## src/hw/rtl/arpudp_pkg.sv

```systemverilog
// Shared types, constants and reply-frame builder for the ARP responder / UDP filter.
package arpudp_pkg;

  localparam int MAX_FRAME_BYTES = 2048;
  localparam int POS_W           = $clog2(MAX_FRAME_BYTES);

  localparam int MAC_W      = 48;
  localparam int IP_W       = 32;
  localparam int PORT_W     = 16;
  localparam int CFG_DATA_W = 48;
  localparam int CFG_IDX_W  = 2;

  localparam logic [CFG_IDX_W-1:0] REG_OUR_MAC    = 2'd0;
  localparam logic [CFG_IDX_W-1:0] REG_SERVER_MAC = 2'd1;
  localparam logic [CFG_IDX_W-1:0] REG_OUR_IP     = 2'd2;

  localparam logic [MAC_W-1:0] OUR_MAC_RST    = 48'h000958D81122;
  localparam logic [MAC_W-1:0] SERVER_MAC_RST = 48'h00142AA55097;
  localparam logic [IP_W-1:0]  OUR_IP_RST     = 32'hC0A801FC;

  localparam logic [15:0] ETH_ARP      = 16'h0806;
  localparam logic [15:0] ETH_IPV4     = 16'h0800;
  localparam logic [15:0] ARP_HW_ETH   = 16'h0001;
  localparam logic [15:0] ARP_OP_REQ   = 16'h0001;
  localparam logic [15:0] ARP_OP_REPLY = 16'h0002;
  localparam logic [7:0]  ARP_HLEN     = 8'h06;
  localparam logic [7:0]  ARP_PLEN     = 8'h04;
  localparam logic [7:0]  IP_UDP       = 8'd17;
  localparam logic [3:0]  IHL_NO_OPTS  = 4'd5;
  localparam logic [7:0]  IHL_MASK     = 8'h0F;

  localparam logic KIND_UDP = 1'b0;
  localparam logic KIND_ARP = 1'b1;

  localparam int REPLY_LEN = 42;
  localparam int REPLY_W   = $clog2(REPLY_LEN);

  localparam int QDEPTH = 4;
  localparam int QPTR_W = $clog2(QDEPTH);
  localparam int QCNT_W = $clog2(QDEPTH + 1);

  typedef logic [POS_W-1:0]   pos_t;
  typedef logic [REPLY_W-1:0] ridx_t;

  // one queued request: a forwarded payload byte or a whole ARP reply
  typedef struct packed {
    logic              is_arp;
    logic [7:0]        data;
    logic [PORT_W-1:0] sport;
    logic              last;
    logic [MAC_W-1:0]  req_mac;
    logic [IP_W-1:0]   req_ip;
  } cmd_t;

  typedef struct packed {
    logic full;
    logic empty;
  } q_stat_t;

  function automatic logic [7:0] arp_reply_byte(
    input ridx_t            idx,
    input logic [MAC_W-1:0] srv_mac,
    input logic [MAC_W-1:0] own_mac,
    input logic [IP_W-1:0]  own_ip,
    input logic [MAC_W-1:0] req_mac,
    input logic [IP_W-1:0]  req_ip
  );
    logic [REPLY_LEN-1:0][7:0] frame;
    ridx_t                     sel;
    frame = {srv_mac, own_mac, ETH_ARP, ARP_HW_ETH, ETH_IPV4, ARP_HLEN, ARP_PLEN,
             ARP_OP_REPLY, own_mac, own_ip, req_mac, req_ip};
    // byte 0 sits in the top lane
    sel = ridx_t'(REPLY_LEN - 1) - idx;
    return frame[sel];
  endfunction

endpackage

```

## src/hw/rtl/arpudp_if.sv

```systemverilog
// Byte-stream interfaces for the received frame and the result channel.
interface arpudp_in_if;
  logic       valid;
  logic       ready;
  logic [7:0] rx_byte;
  logic       frame_end;

  modport source (output valid, rx_byte, frame_end, input ready);
  modport sink   (input valid, rx_byte, frame_end, output ready);
endinterface

interface arpudp_out_if;
  logic        valid;
  logic        ready;
  logic        kind;
  logic [7:0]  out_byte;
  logic [15:0] udp_source_port;
  logic        run_last;

  modport source (output valid, kind, out_byte, udp_source_port, run_last, input ready);
  modport sink   (input valid, kind, out_byte, udp_source_port, run_last, output ready);
endinterface

```

## src/hw/rtl/arpudp_parser.sv

```systemverilog
// Front end: tracks byte position, captures header fields and classifies each byte.
module arpudp_parser (
  input  logic                            clk,
  input  logic                            rst_n,
  input  logic                            accept,
  input  logic [7:0]                      rx_byte,
  input  logic                            frame_end,
  input  logic [arpudp_pkg::IP_W-1:0]     our_ip,
  output logic                            push,
  output arpudp_pkg::cmd_t                cmd
);
  import arpudp_pkg::*;

  pos_t              pos_r, pos_nxt;
  logic [15:0]       ftype_r, ftype_nxt;
  logic [15:0]       op_r, op_nxt;
  logic [MAC_W-1:0]  req_mac_r, req_mac_nxt;
  logic [IP_W-1:0]   req_ip_r, req_ip_nxt;
  logic [IP_W-1:0]   tgt_ip_r, tgt_ip_nxt;
  logic [3:0]        ihl_r, ihl_nxt;
  logic [7:0]        proto_r, proto_nxt;
  logic [IP_W-1:0]   dst_ip_r, dst_ip_nxt;
  logic [PORT_W-1:0] sport_r, sport_nxt;
  logic              arp_hit, udp_hit;

  localparam pos_t POS_MAX = pos_t'(MAX_FRAME_BYTES - 1);

  always_comb begin
    ftype_nxt   = ftype_r;
    op_nxt      = op_r;
    req_mac_nxt = req_mac_r;
    req_ip_nxt  = req_ip_r;
    tgt_ip_nxt  = tgt_ip_r;
    ihl_nxt     = ihl_r;
    proto_nxt   = proto_r;
    dst_ip_nxt  = dst_ip_r;
    sport_nxt   = sport_r;
    pos_nxt     = pos_r;
    if (accept) begin
      if (pos_r == pos_t'(12) || pos_r == pos_t'(13)) ftype_nxt = {ftype_r[7:0], rx_byte};
      if (pos_r == pos_t'(20) || pos_r == pos_t'(21)) op_nxt = {op_r[7:0], rx_byte};
      if (pos_r >= pos_t'(22) && pos_r <= pos_t'(27))
        req_mac_nxt = {req_mac_r[MAC_W-9:0], rx_byte};
      if (pos_r >= pos_t'(28) && pos_r <= pos_t'(31))
        req_ip_nxt = {req_ip_r[IP_W-9:0], rx_byte};
      if (pos_r >= pos_t'(38) && pos_r <= pos_t'(41))
        tgt_ip_nxt = {tgt_ip_r[IP_W-9:0], rx_byte};
      if (pos_r == pos_t'(14)) ihl_nxt = 4'(rx_byte & IHL_MASK);
      if (pos_r == pos_t'(23)) proto_nxt = rx_byte;
      if (pos_r >= pos_t'(30) && pos_r <= pos_t'(33))
        dst_ip_nxt = {dst_ip_r[IP_W-9:0], rx_byte};
      if (pos_r == pos_t'(34) || pos_r == pos_t'(35)) sport_nxt = {sport_r[7:0], rx_byte};
      // restart on frame end, hold at the top for oversize frames
      if (frame_end)
        pos_nxt = '0;
      else if (pos_r != POS_MAX)
        pos_nxt = pos_r + pos_t'(1);
    end
  end

  assign arp_hit = accept && pos_r == pos_t'(41) && ftype_r == ETH_ARP &&
                   op_r == ARP_OP_REQ && tgt_ip_nxt == our_ip;
  assign udp_hit = accept && pos_r >= pos_t'(42) && ftype_r == ETH_IPV4 &&
                   ihl_r == IHL_NO_OPTS && dst_ip_r == our_ip && proto_r == IP_UDP;

  assign push        = arp_hit || udp_hit;
  assign cmd.is_arp  = arp_hit;
  assign cmd.data    = rx_byte;
  assign cmd.sport   = sport_r;
  assign cmd.last    = frame_end;
  assign cmd.req_mac = req_mac_r;
  assign cmd.req_ip  = req_ip_r;

  always_ff @(posedge clk) begin
    if (!rst_n) begin
      pos_r     <= '0;
      ftype_r   <= '0;
      op_r      <= '0;
      req_mac_r <= '0;
      req_ip_r  <= '0;
      tgt_ip_r  <= '0;
      ihl_r     <= '0;
      proto_r   <= '0;
      dst_ip_r  <= '0;
      sport_r   <= '0;
    end else begin
      pos_r     <= pos_nxt;
      ftype_r   <= ftype_nxt;
      op_r      <= op_nxt;
      req_mac_r <= req_mac_nxt;
      req_ip_r  <= req_ip_nxt;
      tgt_ip_r  <= tgt_ip_nxt;
      ihl_r     <= ihl_nxt;
      proto_r   <= proto_nxt;
      dst_ip_r  <= dst_ip_nxt;
      sport_r   <= sport_nxt;
    end
  end

endmodule

```

## src/hw/rtl/arpudp_queue.sv

```systemverilog
// Short request queue between the classifier and the output sequencer.
module arpudp_queue (
  input  logic                  clk,
  input  logic                  rst_n,
  input  logic                  push,
  input  arpudp_pkg::cmd_t      push_cmd,
  input  logic                  pop,
  output arpudp_pkg::cmd_t      head,
  output arpudp_pkg::q_stat_t   stat
);
  import arpudp_pkg::*;

  cmd_t                 mem_r [QDEPTH];
  logic [QPTR_W-1:0]    wr_ptr_r, wr_ptr_nxt;
  logic [QPTR_W-1:0]    rd_ptr_r, rd_ptr_nxt;
  logic [QCNT_W-1:0]    cnt_r, cnt_nxt;

  assign stat.full  = cnt_r == QCNT_W'(QDEPTH);
  assign stat.empty = cnt_r == '0;
  assign head       = mem_r[rd_ptr_r];

  always_comb begin
    wr_ptr_nxt = push ? wr_ptr_r + QPTR_W'(1) : wr_ptr_r;
    rd_ptr_nxt = pop  ? rd_ptr_r + QPTR_W'(1) : rd_ptr_r;
    cnt_nxt    = cnt_r + QCNT_W'(push) - QCNT_W'(pop);
  end

  always_ff @(posedge clk) begin
    if (!rst_n) begin
      wr_ptr_r <= '0;
      rd_ptr_r <= '0;
      cnt_r    <= '0;
    end else begin
      wr_ptr_r <= wr_ptr_nxt;
      rd_ptr_r <= rd_ptr_nxt;
      cnt_r    <= cnt_nxt;
    end
  end

  always_ff @(posedge clk) begin
    if (push) begin
      mem_r[wr_ptr_r] <= push_cmd;
    end
  end

endmodule

```

## src/hw/rtl/arpudp_emitter.sv

```systemverilog
// Back end: turns queued requests into result bytes, expanding ARP replies to 42 bytes.
module arpudp_emitter (
  input  logic                          clk,
  input  logic                          rst_n,
  input  arpudp_pkg::cmd_t              head,
  input  logic                          head_valid,
  input  logic [arpudp_pkg::MAC_W-1:0]  our_mac,
  input  logic [arpudp_pkg::MAC_W-1:0]  server_mac,
  input  logic [arpudp_pkg::IP_W-1:0]   our_ip,
  input  logic                          out_ready,
  output logic                          pop,
  output logic                          out_valid,
  output logic                          out_kind,
  output logic [7:0]                    out_data,
  output logic [arpudp_pkg::PORT_W-1:0] out_sport,
  output logic                          out_last
);
  import arpudp_pkg::*;

  localparam ridx_t IDX_LAST = ridx_t'(REPLY_LEN - 1);

  ridx_t             idx_r, idx_nxt;
  logic              vld_r, vld_nxt;
  logic              kind_r, kind_nxt;
  logic [7:0]        data_r, data_nxt;
  logic [PORT_W-1:0] sport_r, sport_nxt;
  logic              last_r, last_nxt;
  logic              load;

  assign load = head_valid && (!vld_r || out_ready);
  assign pop  = load && (!head.is_arp || idx_r == IDX_LAST);

  always_comb begin
    idx_nxt   = idx_r;
    vld_nxt   = vld_r && !out_ready;
    kind_nxt  = kind_r;
    data_nxt  = data_r;
    sport_nxt = sport_r;
    last_nxt  = last_r;
    if (load) begin
      vld_nxt = 1'b1;
      if (head.is_arp) begin
        kind_nxt  = KIND_ARP;
        data_nxt  = arp_reply_byte(idx_r, server_mac, our_mac, our_ip,
                                   head.req_mac, head.req_ip);
        sport_nxt = '0;
        last_nxt  = idx_r == IDX_LAST;
        idx_nxt   = (idx_r == IDX_LAST) ? '0 : idx_r + ridx_t'(1);
      end else begin
        kind_nxt  = KIND_UDP;
        data_nxt  = head.data;
        sport_nxt = head.sport;
        last_nxt  = head.last;
      end
    end
  end

  always_ff @(posedge clk) begin
    if (!rst_n) begin
      idx_r <= '0;
      vld_r <= 1'b0;
    end else begin
      idx_r <= idx_nxt;
      vld_r <= vld_nxt;
    end
  end

  always_ff @(posedge clk) begin
    kind_r  <= kind_nxt;
    data_r  <= data_nxt;
    sport_r <= sport_nxt;
    last_r  <= last_nxt;
  end

  assign out_valid = vld_r;
  assign out_kind  = kind_r;
  assign out_data  = data_r;
  assign out_sport = sport_r;
  assign out_last  = last_r;

endmodule

```

## src/hw/rtl/arp_responder_udp_rx_filter_core.sv

```systemverilog
// ARP responder and IPv4/UDP receive filter top level.
// Input: one frame byte per cycle; ready drops only while the 4-entry request queue is full.
// Path: an accepted byte is written into the request queue, then registered at the output.
// Output: a byte per cycle while ready; an ARP reply holds one queue slot for its 42 bytes.
// Reset (rst_n low, synchronous): byte position, queue and output valid clear; the address
// registers load their default values.
module arp_responder_udp_rx_filter_core (
  input  logic                                clk,
  input  logic                                rst_n,
  arpudp_in_if.sink                           in_ch,
  arpudp_out_if.source                        out_ch,
  input  logic                                cfg_we,
  input  logic [arpudp_pkg::CFG_IDX_W-1:0]    cfg_index,
  input  logic [arpudp_pkg::CFG_DATA_W-1:0]   cfg_wdata
);
  import arpudp_pkg::*;

  logic [MAC_W-1:0] our_mac_r, our_mac_nxt;
  logic [MAC_W-1:0] server_mac_r, server_mac_nxt;
  logic [IP_W-1:0]  our_ip_r, our_ip_nxt;

  logic    accept;
  logic    push;
  logic    pop;
  cmd_t    push_cmd;
  cmd_t    head;
  q_stat_t q_stat;

  always_comb begin
    our_mac_nxt    = our_mac_r;
    server_mac_nxt = server_mac_r;
    our_ip_nxt     = our_ip_r;
    if (cfg_we) begin
      unique case (cfg_index)
        REG_OUR_MAC:    our_mac_nxt    = cfg_wdata;
        REG_SERVER_MAC: server_mac_nxt = cfg_wdata;
        REG_OUR_IP:     our_ip_nxt     = cfg_wdata[IP_W-1:0];
        default: ;
      endcase
    end
  end

  always_ff @(posedge clk) begin
    if (!rst_n) begin
      our_mac_r    <= OUR_MAC_RST;
      server_mac_r <= SERVER_MAC_RST;
      our_ip_r     <= OUR_IP_RST;
    end else begin
      our_mac_r    <= our_mac_nxt;
      server_mac_r <= server_mac_nxt;
      our_ip_r     <= our_ip_nxt;
    end
  end

  // stall the byte stream only when no queue slot is free
  assign in_ch.ready = !q_stat.full;
  assign accept      = in_ch.valid && in_ch.ready;

  arpudp_parser u_parser (
    .clk       (clk),
    .rst_n     (rst_n),
    .accept    (accept),
    .rx_byte   (in_ch.rx_byte),
    .frame_end (in_ch.frame_end),
    .our_ip    (our_ip_r),
    .push      (push),
    .cmd       (push_cmd)
  );

  arpudp_queue u_queue (
    .clk      (clk),
    .rst_n    (rst_n),
    .push     (push),
    .push_cmd (push_cmd),
    .pop      (pop),
    .head     (head),
    .stat     (q_stat)
  );

  arpudp_emitter u_emitter (
    .clk        (clk),
    .rst_n      (rst_n),
    .head       (head),
    .head_valid (!q_stat.empty),
    .our_mac    (our_mac_r),
    .server_mac (server_mac_r),
    .our_ip     (our_ip_r),
    .out_ready  (out_ch.ready),
    .pop        (pop),
    .out_valid  (out_ch.valid),
    .out_kind   (out_ch.kind),
    .out_data   (out_ch.out_byte),
    .out_sport  (out_ch.udp_source_port),
    .out_last   (out_ch.run_last)
  );

  a_no_push_when_full: assert property (@(posedge clk) disable iff (!rst_n)
    push |-> !q_stat.full)
    else $error("request pushed into a full queue");

  a_no_pop_when_empty: assert property (@(posedge clk) disable iff (!rst_n)
    pop |-> !q_stat.empty)
    else $error("request popped from an empty queue");

  a_arp_port_zero: assert property (@(posedge clk) disable iff (!rst_n)
    (out_ch.valid && out_ch.kind == KIND_ARP) |-> out_ch.udp_source_port == '0)
    else $error("reply byte carries a nonzero source port");

  a_idle_after_reset: assert property (@(posedge clk)
    $past(!rst_n) |-> !out_ch.valid)
    else $error("result valid right after reset");

endmodule

```

## src/flat_wrapper.sv

```systemverilog
// flat-port wrapper written by rule: the top's interface ports become plain ports
module arp_responder_udp_rx_filter_core_flat import arpudp_pkg::*;
  (clk, rst_n, cfg_we, cfg_index, cfg_wdata, in_ch_valid, in_ch_rx_byte, in_ch_frame_end, in_ch_ready, out_ch_valid, out_ch_kind, out_ch_out_byte, out_ch_udp_source_port, out_ch_run_last, out_ch_ready);
  arpudp_in_if in_ch_i ();
  arpudp_out_if out_ch_i ();
  input  logic clk;
  input  logic rst_n;
  input  logic cfg_we;
  input  logic [arpudp_pkg::CFG_IDX_W-1:0] cfg_index;
  input  logic [arpudp_pkg::CFG_DATA_W-1:0] cfg_wdata;
  input wire logic [$bits(in_ch_i.valid)-1:0] in_ch_valid;
  input wire logic [$bits(in_ch_i.rx_byte)-1:0] in_ch_rx_byte;
  input wire logic [$bits(in_ch_i.frame_end)-1:0] in_ch_frame_end;
  output wire logic [$bits(in_ch_i.ready)-1:0] in_ch_ready;
  output wire logic [$bits(out_ch_i.valid)-1:0] out_ch_valid;
  output wire logic [$bits(out_ch_i.kind)-1:0] out_ch_kind;
  output wire logic [$bits(out_ch_i.out_byte)-1:0] out_ch_out_byte;
  output wire logic [$bits(out_ch_i.udp_source_port)-1:0] out_ch_udp_source_port;
  output wire logic [$bits(out_ch_i.run_last)-1:0] out_ch_run_last;
  input wire logic [$bits(out_ch_i.ready)-1:0] out_ch_ready;
  assign in_ch_i.valid = in_ch_valid;
  assign in_ch_i.rx_byte = in_ch_rx_byte;
  assign in_ch_i.frame_end = in_ch_frame_end;
  assign in_ch_ready = in_ch_i.ready;
  assign out_ch_valid = out_ch_i.valid;
  assign out_ch_kind = out_ch_i.kind;
  assign out_ch_out_byte = out_ch_i.out_byte;
  assign out_ch_udp_source_port = out_ch_i.udp_source_port;
  assign out_ch_run_last = out_ch_i.run_last;
  assign out_ch_i.ready = out_ch_ready;
  arp_responder_udp_rx_filter_core u_core (.clk(clk), .rst_n(rst_n), .in_ch(in_ch_i), .out_ch(out_ch_i), .cfg_we(cfg_we), .cfg_index(cfg_index), .cfg_wdata(cfg_wdata));
endmodule
```

## config.mk

```make
export PLATFORM = sky130hd
export DESIGN_NAME = arp_responder_udp_rx_filter_core_flat
export DESIGN_NICKNAME = d
export VERILOG_FILES = /design/src/hw/rtl/arpudp_pkg.sv /design/src/hw/rtl/arpudp_if.sv /design/src/hw/rtl/arpudp_parser.sv /design/src/hw/rtl/arpudp_queue.sv /design/src/hw/rtl/arpudp_emitter.sv /design/src/hw/rtl/arp_responder_udp_rx_filter_core.sv /design/src/flat_wrapper.sv
export SDC_FILE = /design/constraint.sdc
export NUM_CORES = 1
export LEC_CHECK = 0
export BUFFER_PORTS_ARGS = -buffer_cell sky130_fd_sc_hd__buf_4
export CAP_MARGIN = 20
export CORE_UTILIZATION = 67
export DETAILED_ROUTE_END_ITERATION = 10
export PLACE_DENSITY = 0.94
export SYNTH_ARGS = -nofsm -noshare
export SYNTH_HDL_FRONTEND = slang
export SYNTH_HIERARCHICAL = 1
export SYNTH_SLANG_ARGS = --single-unit
```

## constraint.sdc

```tcl
create_clock -name clk -period 10.9 [get_ports clk]
set_input_delay 0.545 -clock clk [delete_from_list [all_inputs] [get_ports clk]]
set_output_delay 0.545 -clock clk [all_outputs]
set_load 0.02 [all_outputs]
```

**Yosys cells after proc, flatten, opt, wreduce, memory -nomap -nowiden**

Memory sizes are Yosys's and may differ from the RTL's. A register that Yosys moved wholly into a read port is not among the register bits.
Index checks and enable logic that the tools add are counted.
W data, S select, Z words.

- Bitwise logic cells: 0
- Reduce and logical (&&, ||, !) cells: 44
- Mux-type cells: 15
- Equal/unequal tests: 21
- Shift operators: 0
- Div/mod/pow operators: 0
- Add/subtract/negate cells: 7
- Multipliers: 0
- Order comparisons: 10

Operator list:

| cell | number |
|---|---|
| $eq A32 B32 Y1 | 2 |
| $mux W32 | 2 |
| $bmux W8 S6 | 1 |
| $eq A11 B4 Y1 const B | 3 |
| $eq A11 B5 Y1 const B | 3 |
| $eq A11 B6 Y1 const B | 3 |
| $ge A11 B5 Y1 const B | 3 |
| $eq A16 B12 Y1 const B | 2 |
| $reduce_and A2 Y1 | 13 |
| $ge A11 B6 Y1 const B | 2 |
| $le A11 B5 Y1 const B | 2 |
| $le A11 B6 Y1 const B | 2 |
| $mux W11 | 2 |
| $logic_and A1 B1 Y1 | 17 |
| $eq A16 B1 Y1 const B | 1 |
| $mux W8 | 2 |
| $add A11 B1 Y11 const B | 1 |
| $ne A11 B11 Y1 const B | 1 |
| $eq A8 B5 Y1 const B | 1 |
| $lt A6 B7 Y1 const B | 1 |
| $add A6 B1 Y6 const B | 1 |
| $eq A6 B6 Y1 const B | 1 |
| $logic_or A1 B1 Y1 | 6 |
| $mux W6 | 1 |
| other kinds (14) | 24 |

- Output and inout bits: 28
- Bits in read-only memories: 0
- Memories: 1
- Bits in latches: 0
- Bits in writable memories: 424
- Flip-flop bits (word level): 383

Memories:

| name | words | bits a word | read ports | clocked after Yosys merged registers in | wr ports | line | RTL |
|---|---|---|---|---|---|---|---|
| u_core.u_queue.mem_r | 4 | 106 | 1 | 1 | 1 | arpudp_queue.sv:13 | `cmd_t mem_r [QDEPTH];` |

**Longest topological paths before layout**

Gate-level depths: netlist of run 1.

- Word-level depth: 11
- Mapped depth: 17
- Mapped depth without buffers: 14

**By module**

Netlist of run 1, hierarchy kept.

By module, submodules not included:

| module | sequential area each (um^2) | cells an instance | instances | area an instance (um^2) |
|---|---|---|---|---|
| arpudp_queue | 12912.4 | 597 | 1 | 15731.3 |
| arpudp_parser | 4304.1 | 1086 | 1 | 9615.5 |
| arp_responder_udp_rx_filter_core | 2562.5 | 509 | 1 | 5071.1 |
| arpudp_emitter | 920.9 | 295 | 1 | 3475.8 |

**Worst setup path before layout of run 1**

OpenSTA, ideal clock, no wires.

- Path kind: input-to-reg
- Start: input port in_ch_valid
- End: memory u_core/u_queue/mem_r[0][0] in the netlist's numbering, enable pin
- Path slack: 5013 ps
- Setup time: 477 ps
- Stages on the path: 11
- Arrival: 5410 ps
- Cell sequence: nor2b_1 > nand2b_1 > or3_1 > buf_2 > nor2_1 > buf_2 > mux2i_1 > o2111a_1 > nand4_2 > o41ai_2 > and2_1

- Cells in the longest elaborated chain, start to end: 9
- Elaborated cells between the ends (all ways): 15
- Classes of those cells: eq/ne (1); mux (3); reduce/logical (11)

Ends and longest elaborated chain:

| element | line | RTL |
|---|---|---|
| start, declared | flat_wrapper.sv:11 | `input wire logic [$bits(in_ch_i.valid)-1:0] in_ch_valid;` |
| $logic_and A1 B1 Y1 (*) | arp_responder_udp_rx_filter_core.sv:57 | `assign accept = in_ch.valid && in_ch.ready;` |
| parallel branches: the longest is 5 deep, another holds $mux W32 | - |  |
| $logic_or A1 B1 Y1 (*) | arpudp_parser.sv:66 | `assign push = arp_hit \|\| udp_hit;` |
| net u_core.push | arp_responder_udp_rx_filter_core.sv:23 | `logic push;` |
| $mux W1 (*) | arpudp_queue.sv:41 | `if (push) begin` |
| $mux W1 (implied by the code) (*) | arpudp_queue.sv:42 | `mem_r[wr_ptr_r] <= push_cmd;` |
| end, declared | arpudp_queue.sv:13 |  |

Mark *: on every way through the listed nets, which the timed path passes.

==> results of run 1 <==
routing by layer:
layer | up-vias | part of all wire, % | wire length [um]
li1 | 9100 | - | -
met1 | 10630 | 37 | 31980
met2 | 1579 | 48 | 42000
met3 | 298 | 10 | 9120
met4 | 2 | 4.8 | 4225
met5 | - | 0.015 | 13
cells by family (layout without fill, tap and decap cells):
family | Yosys count | after routing | share of synthesized area, %
mux | 368 | 368 | 16.60
compound gates | 248 | 248 | 5.397
fa+ha+maj | 15 | 15 | 0.5759
flops | 809 | 809 | 61.07
buf+inv | 223 | 315 | 3.496
xor+xnor | 86 | 86 | 2.311
simple gates | 738 | 738 | 10.55
state kept, by name, indices dropped and copies added (netlist names), 3 cells and up, named ones only:
register                    cells
u_core/u_emitter/idx_r          6
u_core/u_queue/mem_r          424
u_core/u_parser/dst_ip_r       32
u_core/u_emitter/out_sport     16
u_core/u_parser/pos_r          11
u_core/our_mac_r               48
u_core/our_ip_r                32
u_core/u_queue/cnt_r            3
u_core/u_emitter/out_data       8
u_core/u_parser/ftype_r        16
u_core/u_parser/op_r           16
u_core/u_parser/tgt_ip_r       32
u_core/server_mac_r            48
u_core/u_parser/proto_r         8
u_core/u_parser/req_ip_r       32
u_core/u_parser/sport_r        16
u_core/u_parser/ihl_r           4
u_core/u_parser/req_mac_r      48
worst reg2reg max path, stage by stage (launching register included):
cell       delay [ns]
dfxtp_1          0.35
inv_1            0.08
and3_1           0.22
nor2b_1          0.45
nand2b_1         0.13
or3_1            0.51
or2_1            0.46
buf_4            0.33
a2111oi_4        0.35
a31o_1           0.15
nand4_1          0.13
o41ai_2          0.89
and2_4           0.83
buf_4            0.87
cell usage after synthesis, types with 4 or more instances:
master	count	area, um2
nand2_1	409	1535
mux2_2	11	123.9
xor2_1	47	411.6
a32oi_1	5	43.79
a211o_1	4	35.03
nand2b_1	9	56.30
buf_6	16	180.2
nor2b_1	147	919.6
nor3_1	15	75.07
nand4bb_1	6	67.56
edfxtp_1	450	13510
nor2_1	41	153.9
o22ai_1	9	56.30
or3_1	7	43.79
o21ai_1	5	25.02
a21boi_0	118	885.9
xnor2_1	36	315.3
and2b_1	4	30.03
a21oi_1	24	120.1
nor4b_1	4	35.03
and3_1	7	43.79
o21ai_0	15	75.07
buf_8	5	75.07
inv_1	52	195.2
nor4_1	19	118.9
a31oi_1	7	43.79
nand4_1	19	118.9
nand3_1	15	75.07
mux2i_1	207	2072
ha_1	14	175.2
buf_4	18	135.1
clkbuf_1	77	289.0
and2_1	10	62.56
buf_2	47	235.2
dfxtp_1	359	7187
mux4_2	136	3063
nand4b_1	11	96.34
a22oi_1	4	30.03
buf_1	4	15.01
mux4_1	14	367.9
o211ai_1	19	142.6
a311o_1	7	70.07
power groups by stage:
stage          combinational (uW)  sequential (uW)  clock [uW]
2_1_floorplan                99.4             3280           0
3_3_place_gp                  144             3290           0
3_5_place_dp                  148             3290           0
4_1_cts                       149             3230        2770
5_1_grt                       161             3230        2890
6_report                      153             3230        2750
path summary, 6_finish.rpt:
| check | start | to | slack [ns] | depth (start not counted) |
|---|---|---|---|---|
| hold reg to reg | u_core/server_mac_r[39] | u_core/server_mac_r[39] | 0.46 | 2 |
| setup / recovery | u_core/u_queue/cnt_r[0] | u_core/u_queue/mem_r[3][76] | 4.72 | 13 |
| hold / removal | in_ch_frame_end | u_core/u_queue/mem_r[0][80] | 0.19 | 1 |
| setup reg to reg | u_core/u_queue/cnt_r[0] | u_core/u_queue/mem_r[3][76] | 4.72 | 13 |
per-stage QoR:
| step | area, um2 | power (uW) | hold slack, ns | instances | setup slack, ns |
|---|---|---|---|---|---|
| floorplan | 33890 | 3383 | 0.4301 | 2487 | 5.013 |
| global placement | 34690 | 3436 | 0.4384 | 3104 | 4.839 |
| detailed placement | 34690 | 3441 | 0.4443 | 3104 | 4.640 |
| CTS | 37290 | 6144 | 0.1476 | 3248 | 4.547 |
| global route | 37350 | 6278 | 0.1768 | 3251 | 4.465 |
| finish | 37350 | 6134 | 0.1871 | 3251 | 4.725 |
area by class of cell:
class / count / area share, %
clock inverter: 29 / 0.8039
timing repair buffer: 119 / 2.519
sequential: 809 / 55.45
clock buffer: 115 / 6.173
inverter: 52 / 0.5225
multi-input combinational: 1455 / 32.28
tap: 672 / 2.251
==> results.md, run 1 <==
* Largest delay share family, worst path: simple AND/OR/NAND/NOR gates
* Sequential share of power at a little over half
* IO Pins at 92
* CTS Sinks at a little over 800
* Vias per inst at about 6.6
* Layout Nets at ~2600
* Slew HR at 27.17%
* Sw power at roughly 1300 uW
* Worst-Margin Slew at about 1.1 ns
* Initial antenna violation count at 1
* P_leak at 0.01340 uW
* CTS Buffer Depth at 3
* Die width at between 200 and 250 um
* RSZ-0062 raised after global routing: no
* Hold-fix buffer count after cts at 0
* Worst VDD drop at around 0.00012 V
* Gate Count Post-Synth at 2487
* Fill count at around 2800
* DP Wirelength at between 50000 and 60000 um
* Largest net degree at the start of global routing at ~170
* Total negative slack at 0 ns
* Critical Path Max Stage Delay at approximately 0.89 ns
* Post-CTS Setup Inserts at 0
* Post-CTS sizing at 0
* Crit-path max FO at 58
* Die area at 51490 um2
* CP bufs+invs at 3
* Maxcap violations at 0
* Most common cell after layout, fill and taps aside: edfxtp_1
* Worst skew pair latency at about 0.63 ns
* Post-Syn Area at about 34000 um2
* DR vias at about 22000
* CP endpoint kind: flop
* CTS tree: yes
* GP Congestion at 0.9333
* First DRT Iteration DRCs at around 2800
* Cell row count at just over 80
* FMAX at between 150 and 200 MHz
* Crit path DAT at 6.41 ns
* Drt pass-1 iters at 6
* Register area at slightly above 20000 um2
* Commonest non-fill, non-tap cells in the layout: edfxtp_1 (450), nand2_1 (409), dfxtp_1 (355)
* Pwr dens at approximately 160 nW/um2
* Hold crit path type: input port to flop
* Highest-delay cell along the critical path: o41ai_2
* Starting Density at around two thirds
* Clock power frac at approximately 45%
* CP dominant cell by count: buf_4
* Fin util at between 70% and 80%
* Number of distinct library cells after synthesis at between 80 and 90
* Share of post-route cells with drive strength above 1 at around 16%
* Post-synth EDFFs at between 400 and 500
* Top FF cell, synth: edfxtp_1
* Met2 usage in global routing at between 50% and 60%
* Comb power frac at under 10%
* GRT Overall Usage at between 30% and 40%
* Number of global-route vias before repair at 21370
* CP Data Required Time at about 11 ns
* M3 GR Usage at ~7.0%
* Synth-to-layout area growth at 10.21%
* Clock Pin Slew Worst Setup and Hold Paths at about 0.07 ns
* Asr flop ratio synth at 0%
* Number of synthesized register bits at around 810
* Residual DRC at 0
* Core Region at ~50000 um2
* # diodes at 0
* Worst-path cell chain: inv_1 -> and3_1 -> nor2b_1 -> nand2b_1 -> or3_1 -> or2_1 -> buf_4 -> a2111oi_4 -> a31o_1 -> nand4_1 -> o41ai_2 -> and2_4 -> buf_4
* Root buf cell: clkbuf_16
* Yosys warnings at 6
* Fin crit period at 6.175 ns
* Status: complete, no violations
* Switching Share at about a fifth
* Top Usage Layer GRT: met2
* Area of the multi-input gates at approximately 12000 um2
* Power Internal at about 4900 uW
* DRT antenna net count at 0
* Final Hold Vio Count at 0
* Sequential area share after synthesis at roughly 60%
* First-pass GRT wire length at 130000 um
* Startpoint types: flop
* # H-tree levels at 3
* Avg Inst Size Synth at between 10 and 15 um2
* Syn Nets at roughly 2600
* IO buf count at just over 90
* Chip Height at 226.9 um
* Final Skew at about 0.029 ns
* Slew Viols, Final at 0
* WL per Instance at ~27 um
* Final period util at about 57%
* Final setup violating endpoints at 0
* CTS buffer count at 78
* Met1 usage at about 45%
* Post-Route WL at just under 90000 um
* Crit Path Category: flop to flop
* Gr ovfl total at 0
(Power assumes the default switching activity.)
==> run 2, diff against run 1 <==
- CORE_UTILIZATION: 67 -> 56
- PLACE_DENSITY: 0.94 -> 0.85
- clock period: 10.9 -> 5 ns (I/O delays scaled with it)
==> run 2 against run 1 <==
Die area rose by 19%. Sequential cell count is the same. Clock-buffer cell count decreased by 7. Highest routed layer is now met4. Critical path depth unchanged. Routed wire length fell by 1.6%. Final cell count is 5.0% higher. Maximum frequency rose by 43%. Global-route usage is 6.3 points lower. Sequential power up 120%. Largest cell class unchanged. Sequential share of layout area fell by 1.3 points. Combinational power rose by 140%.
==> results.md, run 2 (same netlist as run 1, synthesis figures left out) <==
* DP Wirelength at 50590 um
* Worst skew pair latency at 0.65 ns
* CTS Buffer Depth at 3
* Crit-path max FO at 17
* Fill count at 3903
* Maxcap violations at 0
* Status: complete, no violations
* Fin crit period at ~4.3 ns
* Clock power frac at between 40% and 50%
* Die width at 248.0 um
* Comb power frac at 2.8%
* IO buf count at between 90 and 100
* Finished layout cell area at 38240 um2
* Core Region at a little under 60000 um2
* Hold slack at around 0.029 ns
* P_leak at ~0.014 uW
* Residual DRC at 0
* R2R cell count at 13
* Dpl cell area at 35090 um2
* Commonest non-fill, non-tap cells in the layout: edfxtp_1 (450), nand2_1 (409), dfxtp_1 (355)
* Post-Route WL at around 86000 um
* Worst-Margin Slew at ~1.1 ns
* Root buf cell: clkbuf_16
* Most common cell after layout, fill and taps aside: edfxtp_1
* Critical Path Max Stage Delay at ~0.55 ns
* CTS tree: yes
* Sequential share of power at 52.3%
* Startpoint types: flop
* RSZ-0062 raised after global routing: no
* Largest net degree at the start of global routing at 158
* Number of global-route vias before repair at 20980
* CP Data Required Time at ~5.3 ns
* Final period util at between 80% and 90%
* Pwr dens at 351.9 nW/um2
* GRT Overall Usage at approximately 28%
* Reg with most FFs: u_core/u_queue/mem_r
* Cell row count at 89
* Die area at just over 60000 um2
* WL per Instance at between 20 and 30 um
* Slew HR at 28.36%
* FMAX at between 200 and 250 MHz
* Final Hold Vio Count at 0
* Worst reg2reg endpoint: u_core/u_queue/mem_r[2][89]
* Switching Share at between 20% and 30%
* Slew Viols, Final at 0
* RR Startpoint: u_core/u_parser/pos_r[1]
* Worst setup path end: u_core/u_queue/mem_r[2][89]
* GP Congestion at about 0.94
* Worst-path cell chain: inv_1 -> ha_1 -> o21ba_2 -> o22a_1 -> or2_1 -> buf_8 -> buf_4 -> nand2_1 -> a32o_1 -> o41ai_2 -> buf_4 -> and2_4 -> buf_4
* CP dominant cell by count: buf_4
* IO Pins at 92
* Highest-delay cell along the critical path: or2_1
* CTS Sinks at between 800 and 900
* Crit path DAT at 4.65 ns
* Total negative slack at 0 ns
* Drt pass-1 iters at 6
* First DRT Iteration DRCs at approximately 2200
* Chip Height at around 250 um
* Starting Density at 57.11%
* Final Skew at 0.03183 ns
* Gr ovfl total at 0
* First-pass GRT wire length at 128700 um
* Power Internal at between 10000 and 15000 uW
* Hold crit path type: input port to flop
* CP endpoint kind: flop
* Synth-to-layout area growth at 12.82%
* Total power at approximately 13000 uW
* Worst VDD drop at approximately 0.0003 V
* Sw power at around 2900 uW
* Crit Path Category: flop to flop
* CTS buffer count at 80
* Layout Nets at 2656
* Flip-flop count of the largest register after layout at 424
* Clock Pin Slew Worst Setup and Hold Paths at ~0.060 ns
* Flop2flop setup slack at 0.67 ns
* Worst setup path start: u_core/u_parser/pos_r[1]
* Initial antenna violation count at 0
* Vias per inst at roughly 6.2
* Final setup violating endpoints at 0
* DR vias at between 20000 and 25000
* # H-tree levels at 3
* DRT antenna net count at 0
* Share of post-route cells with drive strength above 1 at ~16%
run 2: area by class of cell:
class                      instances  area, um2  area share (%)
multi-input combinational       1455      12070           31.56
sequential                       809      20710           54.17
inverter                          52      195.2          0.5104
clock buffer                     108       2198           5.749
antenna                            1      2.502        0.006544
tap                              773      967.2           2.529
clock inverter                    38      457.9           1.198
timing repair buffer             179       1639           4.286
run 2: metrics by stage:
step                instances  setup slack [ns]  util, %
finish                   3415            0.6721    64.43
global placement         3219            0.6323    59.08
global route             3414            0.4010    64.42
detailed placement       3220            0.5076    59.12
CTS                      3411            0.4831    64.35
floorplan                2487            0.2762        -
run 2: per-layer routing:
| layer | up-vias | wire [um] | track usage (%) |
|---|---|---|---|
| li1 | 9240 | - | - |
| met3 | 215 | 7211 | 4.816 |
| met5 | - | 0 | 0 |
| met4 | 0 | 3177 | 10.83 |
| met2 | 1160 | 41310 | 45.77 |
| met1 | 10550 | 34230 | 37.70 |
run 2: critical path: cells and delay by family, from the launching register on:
family / cells / cell delay (ns)
AND/OR/NAND/NOR: 3 / 0.94
AO/OA/AOI/OAI: 4 / 1.20
adder cells (fa/ha/maj): 1 / 0.23
flip-flops: 1 / 0.49
buffers and inverters: 5 / 1.10
run 2: worst min path at each step:
stage                           startpoint  slack (ns)                           end  cells past startpoint
3_5_place_dp   u_core/u_parser/ftype_r[10]        0.45   u_core/u_parser/ftype_r[10]                      2
5_1_grt                   in_ch_rx_byte[5]       0.003  u_core/u_queue/mem_r[2][102]                      1
2_1_floorplan                        rst_n        0.37     u_core/u_emitter/idx_r[0]                      1
6_report                  in_ch_rx_byte[5]        0.03  u_core/u_queue/mem_r[0][102]                      1
4_1_cts                   in_ch_rx_byte[5]       0.003  u_core/u_queue/mem_r[0][102]                      1
3_3_place_gp       u_core/server_mac_r[35]        0.44       u_core/server_mac_r[35]                      2
run 2: timing repair:
action | in CTS | in global routing
hold endpoints to repair | 112 | 0
buffers inserted | 0 | 0
hold buffers | 45 | 0
resized for setup | 0 | 0
run 2: power groups by stage:
| stage | logic [uW] | registers (uW) | clock network [uW] |
|---|---|---|---|
| after floorplan | 217 | 7160 | 0 |
| after global placement | 323 | 7180 | 0 |
| after detailed placement | 329 | 7180 | 0 |
| after CTS | 361 | 7040 | 6110 |
| after global routing | 390 | 7040 | 6370 |
| final | 371 | 7040 | 6040 |
